[config.mk]
export PLATFORM = sky130hd
export DESIGN_NAME = servo_sweep_thermal_scan
export DESIGN_NICKNAME = d
export VERILOG_FILES = /design/src/hw/rtl/sst_pkg.sv /design/src/hw/rtl/servo_sweep_thermal_scan.sv /design/src/hw/rtl/sst_cfg.sv /design/src/hw/rtl/sst_in_stage.sv /design/src/hw/rtl/sst_tick.sv /design/src/hw/rtl/sst_out_stage.sv
export SDC_FILE = /design/constraint.sdc
export NUM_CORES = 1
export LEC_CHECK = 0
export ABC_CLOCK_PERIOD_IN_PS = 7700
export BUFFER_PORTS_ARGS = -buffer_cell sky130_fd_sc_hd__buf_2
export CELL_PAD_IN_SITES_DETAIL_PLACEMENT = 2
export CELL_PAD_IN_SITES_GLOBAL_PLACEMENT = 2
export CORE_UTILIZATION = 38
export DETAILED_ROUTE_END_ITERATION = 12
export PLACE_DENSITY = 0.77
export SYNTH_ARGS = -nofsm -noshare
export SYNTH_HDL_FRONTEND = slang
export SYNTH_SLANG_ARGS = --single-unit
[constraint.sdc]
create_clock -name clk -period 7.7 [get_ports clk]
set_clock_uncertainty 0.1 [all_clocks]
set_input_delay 0.385 -clock clk [delete_from_list [all_inputs] [get_ports clk]]
set_output_delay 0.385 -clock clk [all_outputs]
set_load 0.01 [all_outputs]
[src/hw/rtl/sst_pkg.sv]
package sst_pkg;

  // Width of the wrapping seconds counter
  localparam int TIME_BITS = 16;

  localparam int POS_BITS  = 13;
  localparam int CFG_IDX_W = 3;
  localparam int CFG_DAT_W = 16;

  // Position arithmetic headroom: two signed steps around a 13 bit position
  localparam int SUM_BITS  = POS_BITS + 2;
  localparam logic [POS_BITS-1:0] POS_MAX = {POS_BITS{1'b1}};

  // Spike level below which a locked target is released
  localparam logic signed [7:0] RELEASE_SPIKE = 8'sd5;

  // Run mode codes
  localparam logic [1:0] MODE_AUTO = 2'd1;
  localparam logic [1:0] MODE_CONT = 2'd2;

  // Register indexes
  localparam logic [CFG_IDX_W-1:0] REG_HOME   = 3'd0;
  localparam logic [CFG_IDX_W-1:0] REG_UPPER  = 3'd1;
  localparam logic [CFG_IDX_W-1:0] REG_LOWER  = 3'd2;
  localparam logic [CFG_IDX_W-1:0] REG_STEP   = 3'd3;
  localparam logic [CFG_IDX_W-1:0] REG_THRESH = 3'd4;
  localparam logic [CFG_IDX_W-1:0] REG_MINTMP = 3'd5;
  localparam logic [CFG_IDX_W-1:0] REG_WIN    = 3'd6;
  localparam logic [CFG_IDX_W-1:0] REG_PANIC  = 3'd7;

  typedef logic [TIME_BITS-1:0] time_t;
  typedef logic [POS_BITS-1:0]  pos_t;

  typedef enum logic [1:0] {
    DRV_NONE  = 2'd0,
    DRV_RIGHT = 2'd1,
    DRV_STOP  = 2'd2
  } drive_t;

  typedef enum logic [1:0] {
    SIDE_CENTRE = 2'd0,
    SIDE_UPPER  = 2'd1,
    SIDE_LOWER  = 2'd2
  } side_t;

  typedef struct packed {
    pos_t              home;
    pos_t              upper;
    pos_t              lower;
    logic [7:0]        step;
    logic signed [7:0] thresh;
    logic signed [7:0] min_temp;
    logic [15:0]       scan_window;
    logic [15:0]       panic_dur;
  } cfg_t;

  typedef struct packed {
    logic [15:0]       now_seconds;
    logic signed [7:0] temp_spike;
    logic signed [7:0] current_temp;
    logic [1:0]        run_mode;
    logic              rest_hold;
  } item_t;

  typedef struct packed {
    pos_t   pulse_width;
    logic   pulse_valid;
    drive_t drive_cmd;
    logic   clear_rest;
    logic   target_locked;
    logic   panic_active;
    side_t  spike_side;
  } result_t;

endpackage

[src/hw/rtl/servo_sweep_thermal_scan.sv]
// Thermal scanning servo controller. Each request is one loop tick (time in
// seconds, temperature spike, current temperature, run mode, rest flag) and
// yields exactly one result: the servo pulse written this tick, the drive
// command, the rest-clear pulse and the lock, panic and spike-side status.
// One request is taken every clock cycle unless out_stall holds the flow; a result passes
// through the input register, then the tick logic feeding the result register, and the
// scanner state updates on the edge that loads the result register, so consecutive ticks
// chain without bubbles. The user must write registers through the cfg_ port only while
// no request is in flight; the block itself does not enforce this. cfg_ready is always
// high.
module servo_sweep_thermal_scan (
  input  logic                          clk,
  input  logic                          rst_n,
  input  logic                          in_valid,
  output logic                          in_stall,
  input  logic [15:0]                   in_now_seconds,
  input  logic signed [7:0]             in_temp_spike,
  input  logic signed [7:0]             in_current_temp,
  input  logic [1:0]                    in_run_mode,
  input  logic                          in_rest_hold,
  output logic                          out_valid,
  input  logic                          out_stall,
  output logic [12:0]                   out_pulse_width,
  output logic                          out_pulse_valid,
  output logic [1:0]                    out_drive_cmd,
  output logic                          out_clear_rest,
  output logic                          out_target_locked,
  output logic                          out_panic_active,
  output logic [1:0]                    out_spike_side,
  input  logic                          cfg_valid,
  output logic                          cfg_ready,
  input  logic [sst_pkg::CFG_IDX_W-1:0] cfg_index,
  input  logic [sst_pkg::CFG_DAT_W-1:0] cfg_data
);

  sst_pkg::cfg_t    cfg;
  sst_pkg::item_t   in_item, st_item;
  sst_pkg::result_t tick_res, out_res;
  logic             st_valid, take;

  assign cfg_ready = 1'b1;

  sst_cfg u_cfg (
    .clk      (clk),
    .rst_n    (rst_n),
    .wr_en    (cfg_valid && cfg_ready),
    .wr_index (cfg_index),
    .wr_data  (cfg_data),
    .cfg      (cfg)
  );

  // Pack the request fields
  assign in_item.now_seconds  = in_now_seconds;
  assign in_item.temp_spike   = in_temp_spike;
  assign in_item.current_temp = in_current_temp;
  assign in_item.run_mode     = in_run_mode;
  assign in_item.rest_hold    = in_rest_hold;

  sst_in_stage u_in (
    .clk      (clk),
    .rst_n    (rst_n),
    .up_valid (in_valid),
    .up_stall (in_stall),
    .up_item  (in_item),
    .dn_valid (st_valid),
    .dn_take  (take),
    .dn_item  (st_item)
  );

  sst_tick u_tick (
    .clk   (clk),
    .rst_n (rst_n),
    .fire  (st_valid && take),
    .item  (st_item),
    .cfg   (cfg),
    .res   (tick_res)
  );

  sst_out_stage u_out (
    .clk      (clk),
    .rst_n    (rst_n),
    .up_valid (st_valid),
    .up_take  (take),
    .up_res   (tick_res),
    .dn_valid (out_valid),
    .dn_stall (out_stall),
    .dn_res   (out_res)
  );

  // Unpack the result fields
  assign out_pulse_width   = out_res.pulse_width;
  assign out_pulse_valid   = out_res.pulse_valid;
  assign out_drive_cmd     = out_res.drive_cmd;
  assign out_clear_rest    = out_res.clear_rest;
  assign out_target_locked = out_res.target_locked;
  assign out_panic_active  = out_res.panic_active;
  assign out_spike_side    = out_res.spike_side;

endmodule

[src/hw/rtl/sst_cfg.sv]
module sst_cfg (
  input  logic                          clk,
  input  logic                          rst_n,
  input  logic                          wr_en,
  input  logic [sst_pkg::CFG_IDX_W-1:0] wr_index,
  input  logic [sst_pkg::CFG_DAT_W-1:0] wr_data,
  output sst_pkg::cfg_t                 cfg
);

  sst_pkg::cfg_t cfg_r;

  // Write one register per request
  always_ff @(posedge clk) begin
    if (!rst_n) begin
      cfg_r.home        <= 13'd2785;
      cfg_r.upper       <= 13'd4800;
      cfg_r.lower       <= 13'd1100;
      cfg_r.step        <= 8'd2;
      cfg_r.thresh      <= 8'sd2;
      cfg_r.min_temp    <= 8'sd20;
      cfg_r.scan_window <= 16'd30;
      cfg_r.panic_dur   <= 16'd60;
    end else if (wr_en) begin
      case (wr_index)
        sst_pkg::REG_HOME:   cfg_r.home        <= wr_data[12:0];
        sst_pkg::REG_UPPER:  cfg_r.upper       <= wr_data[12:0];
        sst_pkg::REG_LOWER:  cfg_r.lower       <= wr_data[12:0];
        sst_pkg::REG_STEP:   cfg_r.step        <= wr_data[7:0];
        sst_pkg::REG_THRESH: cfg_r.thresh      <= $signed(wr_data[7:0]);
        sst_pkg::REG_MINTMP: cfg_r.min_temp    <= $signed(wr_data[7:0]);
        sst_pkg::REG_WIN:    cfg_r.scan_window <= wr_data;
        sst_pkg::REG_PANIC:  cfg_r.panic_dur   <= wr_data;
        default: ;
      endcase
    end
  end

  assign cfg = cfg_r;

endmodule

[src/hw/rtl/sst_in_stage.sv]
module sst_in_stage (
  input  logic           clk,
  input  logic           rst_n,
  input  logic           up_valid,
  output logic           up_stall,
  input  sst_pkg::item_t up_item,
  output logic           dn_valid,
  input  logic           dn_take,
  output sst_pkg::item_t dn_item
);

  logic           vld_r;
  sst_pkg::item_t item_r;

  // Stall only while a held request cannot move on
  assign up_stall = vld_r && !dn_take;

  always_ff @(posedge clk) begin
    if (!rst_n) begin
      vld_r <= 1'b0;
    end else if (!up_stall) begin
      vld_r <= up_valid;
    end
  end

  always_ff @(posedge clk) begin
    if (up_valid && !up_stall) begin
      item_r <= up_item;
    end
  end

  assign dn_valid = vld_r;
  assign dn_item  = item_r;

endmodule

[src/hw/rtl/sst_tick.sv]
module sst_tick (
  input  logic             clk,
  input  logic             rst_n,
  input  logic             fire,
  input  sst_pkg::item_t   item,
  input  sst_pkg::cfg_t    cfg,
  output sst_pkg::result_t res
);

  // Scanner state
  sst_pkg::pos_t  pos_r, pos_nxt;
  logic           down_r, down_nxt;
  sst_pkg::pos_t  saved_r, saved_nxt;
  logic           tgt_r, tgt_nxt;
  logic           panic_r, panic_nxt;
  sst_pkg::time_t ws_r, ws_nxt;
  sst_pkg::side_t side_r, side_nxt;

  sst_pkg::time_t                       now_t;
  sst_pkg::time_t                       elapsed;
  logic                                 active;
  logic                                 hit;
  logic                                 chk_home, chk_up, chk_lo;
  logic                                 dir2;
  logic signed [sst_pkg::SUM_BITS-1:0]  step_s, p0, p1, p2;
  logic signed [sst_pkg::SUM_BITS-1:0]  upper_s, lower_s;
  sst_pkg::pos_t                        p_sat;

  assign now_t   = sst_pkg::time_t'(item.now_seconds);
  assign elapsed = now_t - ws_r;
  assign active  = (elapsed < sst_pkg::time_t'(cfg.scan_window) && !panic_r) || tgt_r ||
                   (item.run_mode == sst_pkg::MODE_CONT);

  // Sweep arithmetic: two bouncing steps
  assign step_s  = $signed({{(sst_pkg::SUM_BITS-8){1'b0}}, cfg.step});
  assign upper_s = $signed({2'b00, cfg.upper});
  assign lower_s = $signed({2'b00, cfg.lower});
  assign p0      = $signed({2'b00, pos_r});
  assign p1      = down_r ? (p0 - step_s) : (p0 + step_s);
  assign chk_home = (pos_r == cfg.home);
  assign chk_up   = (p1 > upper_s);
  assign chk_lo   = !chk_up && (p1 < lower_s);
  assign dir2     = chk_up ? 1'b1 : (chk_lo ? 1'b0 : down_r);
  assign p2       = dir2 ? (p1 - step_s) : (p1 + step_s);

  // Clamp final position to the servo range
  always_comb begin
    if (p2 < 0) begin
      p_sat = '0;
    end else if (p2 > $signed({2'b00, sst_pkg::POS_MAX})) begin
      p_sat = sst_pkg::POS_MAX;
    end else begin
      p_sat = p2[sst_pkg::POS_BITS-1:0];
    end
  end

  assign hit = (item.run_mode == sst_pkg::MODE_AUTO) && (item.temp_spike >= cfg.thresh);

  // Next state and result of one tick
  always_comb begin
    pos_nxt   = pos_r;
    down_nxt  = down_r;
    saved_nxt = saved_r;
    tgt_nxt   = tgt_r;
    panic_nxt = panic_r;
    ws_nxt    = ws_r;
    side_nxt  = side_r;
    res.pulse_width = '0;
    res.pulse_valid = 1'b0;
    res.drive_cmd   = sst_pkg::DRV_NONE;
    res.clear_rest  = 1'b0;
    if (active) begin
      res.pulse_valid = 1'b1;
      if (item.rest_hold) begin
        res.pulse_width = cfg.home;
      end else if (tgt_r) begin
        res.pulse_width = saved_r;
        if (item.temp_spike < sst_pkg::RELEASE_SPIKE) begin
          ws_nxt  = now_t;
          tgt_nxt = 1'b0;
        end
      end else begin
        // Last spike check in the tick decides the side
        if (hit && (chk_up || chk_lo || chk_home)) begin
          if (chk_up) begin
            side_nxt = sst_pkg::SIDE_UPPER;
          end else if (chk_lo) begin
            side_nxt = sst_pkg::SIDE_LOWER;
          end else begin
            side_nxt = sst_pkg::SIDE_CENTRE;
          end
          if (item.current_temp > cfg.min_temp) begin
            tgt_nxt = 1'b1;
          end
        end
        down_nxt        = dir2;
        pos_nxt         = p_sat;
        saved_nxt       = p_sat;
        res.pulse_width = p_sat;
      end
    end else if (!panic_r) begin
      panic_nxt     = 1'b1;
      ws_nxt        = now_t;
      res.drive_cmd = sst_pkg::DRV_RIGHT;
    end else if (elapsed >= sst_pkg::time_t'(cfg.panic_dur)) begin
      panic_nxt      = 1'b0;
      ws_nxt         = now_t;
      res.drive_cmd  = sst_pkg::DRV_STOP;
      res.clear_rest = 1'b1;
    end
    res.target_locked = tgt_nxt;
    res.panic_active  = panic_nxt;
    res.spike_side    = side_nxt;
  end

  // Advance state on each processed request
  always_ff @(posedge clk) begin
    if (!rst_n) begin
      pos_r   <= 13'd2785;
      down_r  <= 1'b0;
      saved_r <= '0;
      tgt_r   <= 1'b0;
      panic_r <= 1'b0;
      ws_r    <= '0;
      side_r  <= sst_pkg::SIDE_CENTRE;
    end else if (fire) begin
      pos_r   <= pos_nxt;
      down_r  <= down_nxt;
      saved_r <= saved_nxt;
      tgt_r   <= tgt_nxt;
      panic_r <= panic_nxt;
      ws_r    <= ws_nxt;
      side_r  <= side_nxt;
    end
  end

endmodule

[src/hw/rtl/sst_out_stage.sv]
module sst_out_stage (
  input  logic             clk,
  input  logic             rst_n,
  input  logic             up_valid,
  output logic             up_take,
  input  sst_pkg::result_t up_res,
  output logic             dn_valid,
  input  logic             dn_stall,
  output sst_pkg::result_t dn_res
);

  logic             vld_r;
  sst_pkg::result_t res_r;

  // Take a new result when empty or when the held one leaves
  assign up_take = !vld_r || !dn_stall;

  always_ff @(posedge clk) begin
    if (!rst_n) begin
      vld_r <= 1'b0;
    end else if (up_take) begin
      vld_r <= up_valid;
    end
  end

  always_ff @(posedge clk) begin
    if (up_valid && up_take) begin
      res_r <= up_res;
    end
  end

  assign dn_valid = vld_r;
  assign dn_res   = res_r;

endmodule

==> flow_summary_export.csv <==
group,metric,value,unit
global_routing,grt_pass1_vias,10800,
setup_path,startpoint,"u_cfg.cfg[48]",
pwr,pwr-share-clk,32.9,%
clock_network,cts.path.max_buffers,2,
sta,rsz0062_at_grt,"no",
finish,syn2layout_area_growth,13.5,%
sta,finalSetupTns,0,ns
route,postRouteAntennaNets,0,
pwr,p_comb_share,24.6,%
yosys,synthesis.nets,1513,
setup_path,crit_arrival,7.44,ns
yosys,async_flop_share,0,%
sta,fmax,0.140,GHz
pwr,p_leak,5.44,nW
placed_design,place_ws,0.384,ns
hold_path,hold_class,"primary input to register",
global_routing,overflow,0,
yosys,synth_area,11600,µm²
finish,final_common_cell,"nand2_1",
setup_path,end_kind,"register",
route,post_drt_wl_per_cell,20.8,µm
route,drcViolationCount,0,
setup_path,critPathKind,"register to register",
floorplan,die_y,176,µm
global_routing,globalRouteTotalUtil,25.3,%
setup_path,path_max_fanout,14,
floorplan,start_util,38.8,%
finish,finalInstanceArea,13100,µm²
setup_path,max_stage_delay,0.48,ns
route,vias_per_cell,5.47,
pwr,power.switching,0.880,mW
yosys,synth_cells,1331,
setup_path,r2r_cells,31,
placed_design,place_area,12300,µm²
finish,drive_gt1_share,9.90,%
placed_design,place.gp.congestion,0.861,
floorplan,num_rows,63,
sta,worst-slew-pin-transition,1.20,ns
setup_path,cpMaxStageDelayCell,"dfxtp_1",
sta,setup_ws,0.537,ns
yosys,synth_cell_types,66,
sta,finalSetupViolations,0,
placed_design,io_buffers,81,
route,dr_total_vias,9926,
route,firstDrtPassIters,4,
clock_network,cts_max_level,4,
placed_design,place_hpwl,28.5,mm
pwr,vdd_drop_max,0.000158,V
sta,fin_crit_sh,93.0,%
pwr,power_density,210,nW/µm²
clock_network,path_clk_slew,0.08,ns
yosys,synth_area_per_cell,8.69,µm²
yosys,synth_edf_count,55,
sta,drv_slew,0,
clock_network,post-cts-setup-buffers,0,
finish,final_nets,1593,
clock_network,root_buffer,"clkbuf_16",
setup_path,reg2reg_slack,0.54,ns
sta,hold_viol_final,0,
setup_path,required,7.98,ns
floorplan,core,29800,µm²
setup_path,regToRegEndpoint,"u_tick.saved_r[9]",
global_routing,grt_pass1_wl,60.0,mm
pwr,finalPower,2.75,mW
setup_path,worstSetupStartpointType,"register",
floorplan,die-area,31100,µm²
yosys,ys_seq_elements,199,
floorplan,pin_count,83,
sta,timing.slew.headroom,19.7,%
clock_network,cts_buffers,17,
yosys,yosysWarnings,0,
clock_network,cts_sinks,199,
run_status,status,"finished clean",
yosys,ys.flop_type,"dfxtp_1",
sta,layout_min_cycle_time,7.16,ns
route,drt_iter0_markers,436,
floorplan,die_w,176,µm
yosys,seq_area_frac_synth,39.2,%
clock_network,tritoncts,"built",
global_routing,antenna_found_initial,2,
route,wirelength,37.8,mm
pwr,intPower,1.87,mW
finish,fillers,3376,
setup_path,crit_top_cell,"a21oi_1",
global_routing,grt_max_degree,55,
clock_network,clk_latency,0.45,ns
flow_run,drv_cap,0,
pwr,p_sw_share,32.0,%
pwr,pwr-share-seq,42.5,%
finish,final_cell_mix,"nand2_1 (228), dfxtp_1 (144), inv_1 (124)",
setup_path,r2r_start,"u_cfg.cfg[48]",
setup_path,crit_end,"u_tick.saved_r[9]",
[power groups by stage]
stage	combinational (mW)	sequential, mW	clock (mW)
final	0.676	1.17	0.906
after floorplan	0.440	1.19	0
after global placement	0.633	1.19	0
after detailed placement	0.662	1.19	0
after global routing	0.750	1.17	0.960
after CTS	0.683	1.17	0.928
[state kept, by name (all words and copies together), names as in the netlist]
| name | count |
|---|---|
| u_cfg.cfg | 95 |
| u_in.dn_item | 35 |
| u_in.dn_valid | 1 |
| u_out.dn_res | 20 |
| u_out.dn_valid | 1 |
| u_tick.down_r | 1 |
| u_tick.panic_r | 1 |
| u_tick.pos_r | 13 |
| u_tick.saved_r | 13 |
| u_tick.side_r | 2 |
| u_tick.tgt_r | 1 |
| u_tick.ws_r | 16 |
[Yosys cell counts, drive strengths merged (7+ instances only)]
| library cell | n | share of area [%] |
|---|---|---|
| clkbuf | 42 | 1.4 |
| nand3 | 41 | 1.8 |
| a21o | 33 | 2.1 |
| nor3 | 22 | 0.95 |
| nor2 | 63 | 2.0 |
| xnor2 | 37 | 2.8 |
| nand2b | 15 | 0.88 |
| edfxtp | 55 | 14 |
| and2 | 7 | 0.38 |
| a22oi | 14 | 0.91 |
| dfxtp | 144 | 25 |
| nand4 | 12 | 0.65 |
| o31ai | 7 | 0.45 |
| a21boi | 70 | 4.5 |
| buf | 13 | 0.78 |
| nor2b | 16 | 0.87 |
| ha | 119 | 13 |
| o21ai | 64 | 2.8 |
| o211ai | 27 | 1.8 |
| a31oi | 7 | 0.51 |
| o21a | 16 | 1.0 |
| a21oi | 58 | 2.5 |
| nand2 | 228 | 7.4 |
| inv | 124 | 4.0 |
| xor2 | 19 | 1.5 |
[critical path: cells and delay by family (launching register included)]
family	cells	cell delay (ns)
buffers and inverters	3	0.45
and+or+nand+nor	4	0.78
AOI/OAI and AO/OA	16	3.14
DFF	1	0.48
adders and majority gates	4	1.33
xor gates and xnor gates	3	0.48
muxes	1	0.31
[kinds of logic (layout without fill, tap and decap cells)]
logic type,count (synthesis),in the layout,share of synthesized area [%]
AOI/OAI and AO/OA,338,338,19.7
xor gates and xnor gates,56,56,4.31
adders and majority gates,123,123,13.6
buffers and inverters,179,272,6.22
DFF,199,199,39.2
muxes,5,5,0.454
other,1,2,0.0324
and+or+nand+nor,430,430,16.5
[stage by stage]
step           hold WS, ns  util, %  std cells
5_1_grt            0.00475     44.1       1814
4_1_cts           0.000550     44.0       1814
6_report            0.0157     44.1       1815
2_1_floorplan        0.327        -       1331
3_3_place_gp         0.335     41.4       1761
3_5_place_dp         0.341     41.4       1761
[routing by layer]
layer  vias to the layer above  routed length [µm]  GRT usage [%]
met2                       126               19000           45.1
met1                      4997               17100           31.5
met3                        46                 715           2.97
li1                       4753                   -              -
met5                         -                  22              0
met4                         4                 930           8.26
[how the worst min path moves through the flow]
| stage | from | to | depth (start not counted) | slack [ns] |
|---|---|---|---|---|
| after global placement | u_tick.saved_r[4] | u_tick.saved_r[4] | 1 | 0.34 |
| after detailed placement | u_tick.saved_r[12] | u_tick.saved_r[12] | 1 | 0.34 |
| after global routing | in_now_seconds[13] | u_in.dn_item[32] | 1 | 0.005 |
| final | in_temp_spike[0] | u_in.dn_item[11] | 1 | 0.02 |
| after floorplan | u_tick.saved_r[10] | u_tick.saved_r[10] | 1 | 0.33 |
| after CTS | in_temp_spike[0] | u_in.dn_item[11] | 1 | 0.0005 |
[cell type report]
cell class | count | area [µm²] | share of cell area (%)
Multi-Input combinational cell | 953 | 6350 | 48.4
Sequential cell | 199 | 4530 | 34.5
Timing Repair Buffer | 116 | 723 | 5.51
Tap cell | 390 | 488 | 3.72
Inverter | 124 | 465 | 3.54
Clock buffer | 20 | 437 | 3.33
Clock inverter | 12 | 129 | 0.982
Antenna cell | 1 | 2.50 | 0.0191
[what timing repair did]
item | CTS | global route
hold buffers | 21 | 0
endpoints found under the hold margin | 21 | 0
setup endpoints to repair | 0 | 24
resized for setup | 0 | 5
(Power assumes the default switching activity.)
